==> config.mk <==
export PLATFORM = sky130hd
export DESIGN_NAME = i2c_bit_level_master_core
export DESIGN_NICKNAME = d
export VERILOG_FILES = /design/src/hw/rtl/i2cbm_pkg.sv /design/src/hw/rtl/i2c_bit_level_master_core.sv
export VERILOG_INCLUDE_DIRS = /design/src /design/src/hw/rtl
export SDC_FILE = /design/constraint.sdc
export NUM_CORES = 1
export LEC_CHECK = 0
export BUFFER_PORTS_ARGS = -buffer_cell sky130_fd_sc_hd__buf_2
export CAP_MARGIN = 40
export CORE_ASPECT_RATIO = 0.9
export CORE_MARGIN = 5
export CORE_UTILIZATION = 62
export CTS_BUF_LIST = sky130_fd_sc_hd__clkbuf_4
export DETAILED_ROUTE_END_ITERATION = 12
export PLACE_DENSITY = 0.8
export SYNTH_ARGS = -nofsm -noshare
export SYNTH_HDL_FRONTEND = slang
export SYNTH_SLANG_ARGS = --single-unit
==> constraint.sdc <==
create_clock -name clk -period 5.1 [get_ports clk]
set_input_delay 0.765 -clock clk [delete_from_list [all_inputs] [get_ports clk]]
set_output_delay 0.765 -clock clk [all_outputs]
set_load 0.03 [all_outputs]
==> src/hw/rtl/i2c_bit_level_master_core_defines.svh <==
// Assertion macros shared by the bit-level I2C master RTL.
// Needs a clk and an arst_n in the scope where a macro is used.
`ifndef I2C_BIT_LEVEL_MASTER_CORE_DEFINES_SVH
`define I2C_BIT_LEVEL_MASTER_CORE_DEFINES_SVH

// Property that must hold at every clock edge outside reset.
`define I2CBM_ASSERT(lbl, prop, msg) \
	lbl: assert property (@(posedge clk) disable iff (!arst_n) (prop)) else $error(msg);

// Condition that must never be true at a clock edge outside reset.
`define I2CBM_NEVER(lbl, cond, msg) \
	lbl: assert property (@(posedge clk) disable iff (!arst_n) !(cond)) else $error(msg);

`endif

==> src/hw/rtl/i2cbm_pkg.sv <==
// Shared types and constants for the bit-level I2C master.
// No dependencies; imported by i2c_bit_level_master_core and tb_top.
`default_nettype none

package i2cbm_pkg;

	// Default width of the phase tick counter and the phase length register.
	localparam int DelayWidthDefault = 16;

	// Field widths of the streaming items and the configuration word.
	localparam int ActionWidth = 3;
	localparam int ByteWidth   = 8;
	localparam int StatusWidth = 2;
	localparam int CfgWidth    = 16;
	localparam int InDataWidth  = 16;
	localparam int OutDataWidth = 16;

	// Command codes carried in the action field.
	localparam logic [ActionWidth-1:0] ACT_NONE      = 3'd0;
	localparam logic [ActionWidth-1:0] ACT_START     = 3'd1;
	localparam logic [ActionWidth-1:0] ACT_STOP      = 3'd2;
	localparam logic [ActionWidth-1:0] ACT_WRITE     = 3'd3;
	localparam logic [ActionWidth-1:0] ACT_READ_ACK  = 3'd4;
	localparam logic [ActionWidth-1:0] ACT_READ_NACK = 3'd5;

	// Result codes of the last start condition.
	localparam logic [StatusWidth-1:0] STAT_READY    = 2'd0;
	localparam logic [StatusWidth-1:0] STAT_BUS_BUSY = 2'd1;
	localparam logic [StatusWidth-1:0] STAT_BUS_ERR  = 2'd2;

	// Bit counter width and the number of data bits in a byte.
	localparam int BitCntWidth = 4;
	localparam logic [BitCntWidth-1:0] BITS_PER_BYTE = 4'd8;

	// Bus phases, one-hot.
	typedef enum logic [17:0] {
		PH_IDLE        = 18'h00001,
		PH_ST_SDA_HI   = 18'h00002,
		PH_ST_SCL_HI   = 18'h00004,
		PH_ST_SDA_LO   = 18'h00008,
		PH_ST_SCL_LO   = 18'h00010,
		PH_SP_SDA_LO   = 18'h00020,
		PH_SP_SCL_HI   = 18'h00040,
		PH_SP_SDA_HI   = 18'h00080,
		PH_WR_DATA     = 18'h00100,
		PH_WR_HI       = 18'h00200,
		PH_WR_LO       = 18'h00400,
		PH_WR_ACK_REL  = 18'h00800,
		PH_WR_ACK_HI   = 18'h01000,
		PH_RD_HI       = 18'h02000,
		PH_RD_LO       = 18'h04000,
		PH_RD_ACK_DATA = 18'h08000,
		PH_RD_ACK_HI   = 18'h10000,
		PH_RD_ACK_LO   = 18'h20000
	} phase_t;

endpackage

`default_nettype wire

==> src/hw/rtl/i2c_bit_level_master_core.sv <==
// Bit-level I2C master sequencer, top level.
// Depends on i2cbm_pkg and i2c_bit_level_master_core_defines.svh.
//
// Usage:
//   Each input item on s_* is one tick of the bus sequencer. It carries a
//   command code, the byte to write and the sampled SDA level. Every accepted
//   item produces exactly one result item on m_* with the SCL level, the SDA
//   pull-down, busy and done flags, the last received byte, the ACK flag and
//   the last start status.
//   The result of an item is registered and valid in the cycle after it is
//   accepted. Throughput is one item per cycle while the receiver takes
//   results; the whole update is one pass through the phase decoder between
//   the state registers and the output register.
//   s_tready is high while the output register is empty or being taken, so a
//   stalled receiver holds the pending result and pauses the input side; the
//   bus state only advances on accepted items.
//   Commands arriving while a command is in progress are ignored.
//   cfg_wr_en writes the phase length in ticks (0 acts as 1); write it only
//   while no command is running.
//   Reset leaves the sequencer idle with SCL high, SDA released, a phase
//   length of one tick and no result pending.
`default_nettype none

`include "i2c_bit_level_master_core_defines.svh"

module i2c_bit_level_master_core
	import i2cbm_pkg::*;
#(
	parameter int DELAY_WIDTH = DelayWidthDefault
) (
	input  wire logic                    clk,
	input  wire logic                    arst_n,
	// Input items: action [2:0], tx_byte [10:3], sda_in [11], zero [15:12].
	input  wire logic                    s_tvalid,
	output logic                         s_tready,
	input  wire logic [InDataWidth-1:0]  s_tdata,
	// Result items: scl_level [0], sda_pull_low [1], busy_res [2], done_res [3],
	// rx_byte [11:4], ack_seen [12], start_status [14:13], zero [15].
	output logic                         m_tvalid,
	input  wire logic                    m_tready,
	output logic [OutDataWidth-1:0]      m_tdata,
	// Phase length register.
	input  wire logic                    cfg_wr_en,
	input  wire logic [CfgWidth-1:0]     cfg_wr_data
);

	// Unpacked input fields.
	logic [ActionWidth-1:0] in_action;
	logic [ByteWidth-1:0]   in_tx_byte;
	logic                   in_sda;
	logic                   in_acc;

	assign in_action  = s_tdata[ActionWidth-1:0];
	assign in_tx_byte = s_tdata[ActionWidth+ByteWidth-1:ActionWidth];
	assign in_sda     = s_tdata[ActionWidth+ByteWidth];
	assign in_acc     = s_tvalid && s_tready;

	// Sequencer state.
	phase_t                 phase_q;
	logic [BitCntWidth-1:0] bit_q;
	logic [ByteWidth-1:0]   shift_q;
	logic [DELAY_WIDTH-1:0] tick_q;
	logic [ActionWidth-1:0] cmd_q;
	logic                   scl_q;
	logic                   sda_q;
	logic                   ack_q;
	logic [StatusWidth-1:0] status_q;
	logic [ByteWidth-1:0]   rx_q;
	logic [DELAY_WIDTH-1:0] ticks_q;

	// Output register.
	logic                    m_tvalid_q;
	logic [OutDataWidth-1:0] m_tdata_q;

	// Next-state values.
	phase_t                 phase_n;
	logic [BitCntWidth-1:0] bit_n;
	logic [BitCntWidth-1:0] bit_inc;
	logic [ByteWidth-1:0]   shift_n;
	logic [ByteWidth-1:0]   shift_e;
	logic [DELAY_WIDTH-1:0] tick_n;
	logic [DELAY_WIDTH-1:0] tick_inc;
	logic [DELAY_WIDTH-1:0] limit;
	logic [ActionWidth-1:0] cmd_n;
	logic                   scl_n;
	logic                   scl_e;
	logic                   sda_n;
	logic                   sda_e;
	logic                   ack_n;
	logic [StatusWidth-1:0] status_n;
	logic [ByteWidth-1:0]   rx_n;
	logic                   done_n;
	logic                   busy_n;
	logic                   enter;
	logic                   phase_end;
	logic [31:0]            cfg_wide;

	// A zero phase length behaves as one tick.
	assign limit    = (ticks_q == '0) ? DELAY_WIDTH'(1) : ticks_q;
	assign tick_inc = tick_q + DELAY_WIDTH'(1);
	assign phase_end = (tick_inc >= limit) || (tick_inc == '0);
	assign bit_inc  = bit_q + BitCntWidth'(1);
	assign cfg_wide = {{(32 - CfgWidth){1'b0}}, cfg_wr_data};

	// Command start and phase completion.
	always_comb begin
		phase_n  = phase_q;
		bit_n    = bit_q;
		shift_n  = shift_q;
		tick_n   = tick_q;
		cmd_n    = cmd_q;
		scl_n    = scl_q;
		sda_n    = sda_q;
		ack_n    = ack_q;
		status_n = status_q;
		rx_n     = rx_q;
		done_n   = 1'b0;
		enter    = 1'b0;
		if (phase_q == PH_IDLE) begin
			if (in_action >= ACT_START && in_action <= ACT_READ_NACK) begin
				cmd_n  = in_action;
				bit_n  = '0;
				tick_n = '0;
				enter  = 1'b1;
				case (in_action)
					ACT_START: begin
						phase_n = PH_ST_SDA_HI;
					end
					ACT_STOP: begin
						phase_n = PH_SP_SDA_LO;
					end
					ACT_WRITE: begin
						shift_n = in_tx_byte;
						phase_n = PH_WR_DATA;
					end
					default: begin
						shift_n = '0;
						sda_n   = 1'b0;
						phase_n = PH_RD_HI;
					end
				endcase
			end
		end else begin
			tick_n = tick_inc;
			if (phase_end) begin
				tick_n = '0;
				enter  = 1'b1;
				case (phase_q)
					PH_ST_SDA_HI: begin
						phase_n = PH_ST_SCL_HI;
					end
					PH_ST_SCL_HI: begin
						// SDA held low by another master: the bus is taken.
						if (!in_sda) begin
							status_n = STAT_BUS_BUSY;
							done_n   = 1'b1;
						end else begin
							phase_n = PH_ST_SDA_LO;
						end
					end
					PH_ST_SDA_LO: begin
						phase_n = PH_ST_SCL_LO;
					end
					PH_ST_SCL_LO: begin
						status_n = in_sda ? STAT_BUS_ERR : STAT_READY;
						done_n   = 1'b1;
					end
					PH_SP_SDA_LO: begin
						phase_n = PH_SP_SCL_HI;
					end
					PH_SP_SCL_HI: begin
						phase_n = PH_SP_SDA_HI;
					end
					PH_SP_SDA_HI: begin
						done_n = 1'b1;
					end
					PH_WR_DATA: begin
						phase_n = PH_WR_HI;
					end
					PH_WR_HI: begin
						phase_n = PH_WR_LO;
					end
					PH_WR_LO: begin
						bit_n   = bit_inc;
						phase_n = (bit_inc >= BITS_PER_BYTE) ? PH_WR_ACK_REL : PH_WR_DATA;
					end
					PH_WR_ACK_REL: begin
						phase_n = PH_WR_ACK_HI;
					end
					PH_WR_ACK_HI: begin
						ack_n  = !in_sda;
						scl_n  = 1'b0;
						done_n = 1'b1;
					end
					PH_RD_HI: begin
						shift_n = {shift_q[ByteWidth-2:0], in_sda};
						phase_n = PH_RD_LO;
					end
					PH_RD_LO: begin
						bit_n   = bit_inc;
						phase_n = (bit_inc >= BITS_PER_BYTE) ? PH_RD_ACK_DATA : PH_RD_HI;
					end
					PH_RD_ACK_DATA: begin
						phase_n = PH_RD_ACK_HI;
					end
					PH_RD_ACK_HI: begin
						phase_n = PH_RD_ACK_LO;
					end
					PH_RD_ACK_LO: begin
						rx_n   = shift_q;
						done_n = 1'b1;
					end
					default: begin
						// Unknown phase: drop back to idle without a done pulse.
						enter   = 1'b0;
						phase_n = PH_IDLE;
					end
				endcase
				if (done_n) begin
					enter   = 1'b0;
					phase_n = PH_IDLE;
				end
			end
		end
	end

	// Line levels applied on entry to the next phase.
	always_comb begin
		scl_e   = scl_n;
		sda_e   = sda_n;
		shift_e = shift_n;
		if (enter) begin
			case (phase_n)
				PH_ST_SDA_HI, PH_SP_SDA_HI, PH_WR_ACK_REL: begin
					sda_e = 1'b0;
				end
				PH_ST_SDA_LO, PH_SP_SDA_LO: begin
					sda_e = 1'b1;
				end
				PH_ST_SCL_HI, PH_SP_SCL_HI, PH_WR_HI, PH_WR_ACK_HI, PH_RD_HI,
				PH_RD_ACK_HI: begin
					scl_e = 1'b1;
				end
				PH_ST_SCL_LO, PH_WR_LO, PH_RD_LO, PH_RD_ACK_LO: begin
					scl_e = 1'b0;
				end
				PH_WR_DATA: begin
					// MSB goes out first; a zero bit pulls SDA low.
					scl_e   = 1'b0;
					sda_e   = !shift_n[ByteWidth-1];
					shift_e = {shift_n[ByteWidth-2:0], 1'b0};
				end
				PH_RD_ACK_DATA: begin
					sda_e = (cmd_n == ACT_READ_ACK);
				end
				default: begin
					sda_e = sda_n;
				end
			endcase
		end
	end

	assign busy_n = (phase_n != PH_IDLE);

	// Sequencer state registers, advanced once per accepted item.
	always_ff @(posedge clk or negedge arst_n) begin
		if (!arst_n) begin
			phase_q  <= PH_IDLE;
			bit_q    <= '0;
			shift_q  <= '0;
			tick_q   <= '0;
			cmd_q    <= ACT_NONE;
			scl_q    <= 1'b1;
			sda_q    <= 1'b0;
			ack_q    <= 1'b0;
			status_q <= STAT_READY;
			rx_q     <= '0;
		end else if (in_acc) begin
			phase_q  <= phase_n;
			bit_q    <= bit_n;
			shift_q  <= shift_e;
			tick_q   <= tick_n;
			cmd_q    <= cmd_n;
			scl_q    <= scl_e;
			sda_q    <= sda_e;
			ack_q    <= ack_n;
			status_q <= status_n;
			rx_q     <= rx_n;
		end
	end

	// Phase length register.
	always_ff @(posedge clk or negedge arst_n) begin
		if (!arst_n) begin
			ticks_q <= DELAY_WIDTH'(1);
		end else if (cfg_wr_en) begin
			ticks_q <= cfg_wide[DELAY_WIDTH-1:0];
		end
	end

	// Output register: filled on accept, emptied when the receiver takes it.
	assign s_tready = !m_tvalid_q || m_tready;

	always_ff @(posedge clk or negedge arst_n) begin
		if (!arst_n) begin
			m_tvalid_q <= 1'b0;
		end else if (in_acc) begin
			m_tvalid_q <= 1'b1;
		end else if (m_tready) begin
			m_tvalid_q <= 1'b0;
		end
	end

	always_ff @(posedge clk) begin
		if (in_acc) begin
			m_tdata_q <= {1'b0, status_n, ack_n, rx_n, done_n, busy_n, sda_e, scl_e};
		end
	end

	assign m_tvalid = m_tvalid_q;
	assign m_tdata  = m_tdata_q;

	// Checks on the sequencer.
	`I2CBM_NEVER(a_done_not_busy, m_tvalid_q && m_tdata_q[3] && m_tdata_q[2], "done with busy set")
	`I2CBM_ASSERT(a_bit_count_range, bit_q <= BITS_PER_BYTE, "bit counter past one byte")
	`I2CBM_ASSERT(a_accept_fills_out, in_acc |=> m_tvalid_q, "accepted item produced no result")
	`I2CBM_ASSERT(a_idle_no_done, (in_acc && phase_q == PH_IDLE) |=> !m_tdata_q[3], "done from idle")

endmodule

`default_nettype wire

# Yosys cells after proc, flatten, opt, wreduce, memory -nomap -nowiden
# Cells that the tools add are included.
classes:
  n_mux: 58
  n_bitwise: 1
  eq_ne: 41
  n_addsub: 2
  n_div: 0
  shifts: 0
  reduce_logical: 24
  mul: 0
  n_lt_le_gt_ge: 4
op_table:
  columns: ["cell", "n"]
  rows:
  - ["case mux 18 bit (14 select lines)", 1]
  - ["2-to-1 mux 18 bit", 5]
  - ["2-to-1 mux 16 bit", 5]
  - ["2-to-1 mux 8 bit", 9]
  - ["case mux 14 bit (3 select lines)", 1]
  - ["equality test 18 x 10 -> 1 bit (second input constant)", 2]
  - ["equality test 18 x 11 -> 1 bit (second input constant)", 2]
  - ["equality test 18 x 12 -> 1 bit (second input constant)", 2]
  - ["equality test 18 x 13 -> 1 bit (second input constant)", 2]
  - ["equality test 18 x 14 -> 1 bit (second input constant)", 2]
  - ["equality test 18 x 15 -> 1 bit (second input constant)", 2]
  - ["equality test 18 x 16 -> 1 bit (second input constant)", 2]
  - ["equality test 18 x 17 -> 1 bit (second input constant)", 2]
  - ["equality test 18 bit (second input constant)", 2]
  - ["equality test 18 x 2 -> 1 bit (second input constant)", 2]
  - ["equality test 18 x 3 -> 1 bit (second input constant)", 2]
  - ["equality test 18 x 4 -> 1 bit (second input constant)", 2]
  - ["equality test 18 x 5 -> 1 bit (second input constant)", 2]
  - ["equality test 18 x 6 -> 1 bit (second input constant)", 2]
  - ["equality test 18 x 7 -> 1 bit (second input constant)", 2]
  - ["equality test 18 x 8 -> 1 bit (second input constant)", 2]
  - ["equality test 18 x 9 -> 1 bit (second input constant)", 2]
  - ["logical NOT 16 bit", 2]
  - ["2-to-1 mux 1 bit", 21]
  - ["other kinds (33)", 52]
word_totals:
  latch_bits: 0
  rom_bits: 0
  input_bits: 37
  ramBits: 0
  ff_bits: 94
  out_inout_bits: 18
  n_memories: 0

# Logic depth before layout (Yosys ltp)
logic_depth:
  ltp_word: 13
  depth_mapped: 20
  mapped_depth_nobuf: 16

# Worst setup path before layout
# Ideal clock, no wire load.
synth_path:
  path_kind: "register -> register"
  start: "register tick_q[0]"
  end: "register m_tdata_q[1], in the netlist m_tdata[1] (data pin)"
  arrival_ns: 3.976
  path_slack_ns: 0.865
  n_path_buf: 1
  setup_time_ns: 0.258
  stages_incl_launch_ff: 17
  cell_sequence: "dfrtp_1 ha_1 clkbuf_1 inv_1 or4_4 nor2_1 xor2_1 ha_1 nand4_1 o31ai_1 a21o_1 mux2_2 o21bai_1 or3_1 o221ai_1 a211o_1 nand2_1"
synth_via:
  elab_chain_cells: 9
  elab_cells_between_ends: 22
synth_rtl:
  columns: ["item", "line_no", "source"]
  rows:
  - ["start, declared", "i2c_bit_level_master_core.sv:62", "logic [DELAY_WIDTH-1:0] tick_q;"]
  - ["start signal, assigned", "i2c_bit_level_master_core.sv:282", "tick_q <= tick_n;"]
  - ["adder 16 x 1 -> 16 bit *", "i2c_bit_level_master_core.sv:100", "assign tick_inc = tick_q + DELAY_WIDTH'(1);"]
  - ["greater-or-equal comparator 16 bit or logical NOT 16 bit (tied branches)", "i2c_bit_level_master_core.sv:101", "assign phase_end = (tick_inc >= limit) || (tick_inc == '0);"]
  - ["logical OR 1 bit *", "i2c_bit_level_master_core.sv:101", null]
  - ["2-to-1 mux 18 bit", "i2c_bit_level_master_core.sv:145", "if (phase_end) begin"]
  - ["2-to-1 mux 18 bit", "i2c_bit_level_master_core.sv:119", "if (phase_q == PH_IDLE) begin"]
  - ["equality test 18 x 2 -> 1 bit, or another cell as far along", "i2c_bit_level_master_core.sv:233", "case (phase_n)"]
  - ["OR reduction 3 bit or OR reduction 2 bit (tied branches)", "i2c_bit_level_master_core.sv:233", null]
  - ["case mux 1 bit (4 select lines)", "i2c_bit_level_master_core.sv:233", null]
  - ["2-to-1 mux 1 bit *", "i2c_bit_level_master_core.sv:232", "if (enter) begin"]
  - ["named net sda_e", "i2c_bit_level_master_core.sv:88", "logic sda_e;"]
  - ["end signal, assigned", "i2c_bit_level_master_core.sv:316", "m_tdata_q <= {1'b0, status_n, ack_n, rx_n, done_n, busy_n, sda_e, scl_e};"]
  - ["end, declared", "i2c_bit_level_master_core.sv:73", "logic [OutDataWidth-1:0] m_tdata_q;"]
# Mark *: on every way through the listed nets, which the timed path passes. The rest lies on a longest branch.
# A chain may end at the register's enable or synchronous reset.

# Worst setup path in the final report
layout_path:
  start: "register tick_q[6]"
  end: "register m_tdata_q[1], in the netlist m_tdata[1] (data pin)"
# Same word-level chain as after synthesis.

==> results by group <==
STA
  • Fmax: 0.206 GHz
  • Tmin final: 4.86 ns
  • Max Clock Skew: 0.0199 ns
  • Setup TNS: 0 ns
  • Final critical-path share of the clock period: 95.3%
  • Final count of pins violating max slew: 0
  • Slew HR: 38.7%
  • Final Hold Violating Endpoints: 0
  • Final setup vio count: 0
  • Min Hold Slack: 0.176 ns
  • Worst slew pin tran: 0.910 ns

Power and ir drop
  • Leakage power: 2.98 nW
  • Design Power: 2.97 mW
  • Worst VDD drop: 0.339 mV
  • PwrDens: 435 nW/um2

Floorplan
  • Core ar.: 9780 um2
  • Vert. Die Dim: 105 um
  • Starting density of the core: 64.1%
  • DIE WIDTH: 116 um
  • Die area: 12,200 um2
  • Rows: 34
  • I/O pin cnt: 55

Global routing
  • Largest net degree at the start of global routing: 58
  • Antenna violations before repair: 0
  • Overflow after GRT: 0
  • GRT Resource Usage Total: 29.3%
  • Vias in the first global route: 5,606
  • Global-route wire length before repair: 28.7 mm

Route
  • Vias/cell: 6.60
  • Routed wire length: 17.7 mm
  • Initial drt markers: 789
  • DRC Markers: 0
  • Antenna viol nets, final: 0
  • Avg WL per Cell: 19.7 um
  • Drt pass-1 iters: 5
  • Via count: 5,947

CTS
  • Clock-pin slew of the registers on the worst-case setup and hold paths: 0.16 ns
  • H-tree level count: 3
  • Clk root buf: clkbuf_4
  • Maximum clock insertion buffer count: 2
  • CTS Sinks: 94
  • CTS Buf Count: 9
  • Worst-skew pair later-pin latency: 0.47 ns
  • TritonCTS clock tree: done
  • Cts hold-fix bufs: 0

Job
  • Max-Cap Viols: 0

Yosys
  • EDFF count, synth: 15
  • YS warnings: 0
  • Syn nets: 796
  • Ys flop type: dfrtp_1
  • Synth Instances: 741
  • Yosys cell types: 77
  • Sequential fraction of the synthesis area: 38.7%
  • Async set-or-reset flop fraction in the synthesized netlist: 84.0%
  • Mapped Area: 6280 um2
  • Syn Area/Cell: 8.47 um2
  • FF+latch count, synth: 94

Status
  • Outcome: finished, final reports clean

Placed design
  • DP HPWL: 12.8 mm
  • GPL Wtd Cong: 0.982
  • Port buffer count: 49

Finish
  • Core Util, Final: 69.7%
  • Diodes inserted: 0
  • Area delta synth->final: 8.73%
  • Ratio of cells with drive above 1 in the final layout: 15.6%
  • # nets final: 825

Critical path
  • Worst EP arrival: 5.11 ns
  • Crit path launch: tick_q[6]$_DFFE_PN0P_
  • RR Startpoint: tick_q[6]$_DFFE_PN0P_
  • Kind of critical path: reg -> reg
  • Crit Path Max Fanout: 10
  • Critical Path Source Type: register
  • Worst endpoint required time: 5.35 ns
  • Critical Path End Type: register

Worst hold path
  • Hold WC Path Type: in -> async
[per-stage QoR]
step | cell area, um2 | std cells | setup WS (ns)
2_1_floorplan | 6280 | 741 | 0.865
3_3_place_gp | 6590 | 883 | 0.263
3_5_place_dp | 6620 | 884 | 0.119
4_1_cts | 6790 | 900 | 0.104
5_1_grt | 6820 | 901 | -0.0441
6_report | 6820 | 901 | 0.240
[state kept, by name (all words and copies together) (netlist names)]
register	count
phase_q	18
tick_q	16
ticks_q	16
m_tdata	15
rx_q	8
shift_q	8
bit_q	4
cmd_q	3
status_q	2
ack_q	1
m_tvalid	1
scl_q	1
sda_q	1
[cell type report]
class                      instances  area (um2)
inverter                          32         120
clock inverter                     6        93.8
clock buffer                      10        75.1
sequential                        94        2430
multi-input combinational        567        3550
timing repair buffer              66         395
tap                              126         158
fill                             781        2960
[what timing repair did]
item                                   4_1_cts  5_1_grt
setup endpoints to repair                    0        5
gates resized for setup                      0        7
endpoints found under the hold margin        0        0
buffers inserted                             0        1
[logic make-up (layout without fill, tap and decap cells)]
logic type	Yosys count	in the layout	synth area share [%]
AND/OR/NAND/NOR	318	318	25.1
buffers and inverters	80	114	5.12
adder cells (fa/ha/maj)	18	18	3.59
XOR/XNOR	21	21	2.93
AO/OA/AOI/OAI	186	186	20.6
multiplexers	23	23	3.93
flip-flops	94	94	38.7
other	1	1	0.0598
[worst max-delay path, cell delays in order, from the launching register on]
cell and delay [ns]:
dfrtp_1 0.55, nand4_1 0.29, or4_1 0.53, xnor2_1 0.18, ha_1 0.32, nand2_1 0.06, o21ai_1 0.27, a211oi_2 0.10
o31ai_2 0.38, buf_4 0.20, a21o_1 0.21, mux2_2 0.41, o21bai_1 0.20, or3_1 0.40, o221ai_1 0.28, a211o_1 0.17
nand2_1 0.07
[synthesized netlist by cell type, types with 10 or more instances]
cell	number	area [um2]
edfxtp_1	15	450
inv_1	31	116
or4_1	10	75.1
mux2_2	13	146
dfrtp_1	76	1900
a32o_1	13	130
nand2b_1	10	62.6
nor4_1	18	113
nand4_1	15	93.8
xnor2_1	15	131
mux2i_1	10	100
clkbuf_1	39	146
a21oi_1	21	105
o21ai_0	60	300
nor3_1	18	90.1
nand2_1	134	503
nor2_1	53	199
a22o_1	10	87.6
nand3_1	13	65.1
ha_1	18	225
[report_power, final]
part	internal, mW	leakage [nW]	total [mW]	switching, mW
logic	0.524	1.71	1.44	0.916
clock network	0.210	0.0929	0.480	0.271
registers	0.889	1.18	1.05	0.161
[worst paths after layout]
path	end	slack, ns	cells past startpoint
min in group clk	ticks_q[10]$_DFFE_PN0P_	0.49	3
max in group asynchronous	ticks_q[0]$_DFFE_PN1P_	4.28	2
setup / recovery	m_tdata[1]$_DFFE_PP_	0.24	16
setup reg to reg	m_tdata[1]$_DFFE_PP_	0.24	16
hold / removal	ticks_q[13]$_DFFE_PN0P_	0.18	1
hold reg to reg	rx_q[3]$_DFFE_PN0P_	0.49	2
[per-layer routing]
metal | wire length (um) | track usage (%)
met1 | 8140 | 44.3
met2 | 7900 | 42.9
met3 | 1410 | 5.90
met4 | 274 | 7.71
met5 | 0 | 0
[cells in the final DEF, fill, tap and decap left out, drive strengths merged, types with 4 or more instances in the layout]
cell type / synthesis / routed
a221oi: 9 / 9
mux2: 13 / 13
nand2: 134 / 134
a21oi: 22 / 22
nand3b: 5 / 5
clkbuf: 39 / 10
a31oi: 9 / 9
xor2: 6 / 6
nand4b: 4 / 4
buf: 9 / 66
o211ai: 5 / 5
nand3: 13 / 13
o21ai: 64 / 64
nand4: 15 / 15
nor2: 53 / 53
a22o: 10 / 10
and2: 4 / 4
or4: 11 / 11
and4: 5 / 5
ha: 18 / 18
nor4: 20 / 20
dfrtp: 76 / 76
o31ai: 4 / 4
nand2b: 10 / 10
o41ai: 4 / 4
or2: 4 / 4
xnor2: 15 / 15
a21o: 5 / 5
nor2b: 8 / 8
inv: 31 / 33
nor3: 19 / 19
or3: 4 / 4
mux2i: 10 / 10
a32o: 13 / 13
edfxtp: 15 / 15
a211oi: 9 / 9
Power figures use the tool's default switching activity.
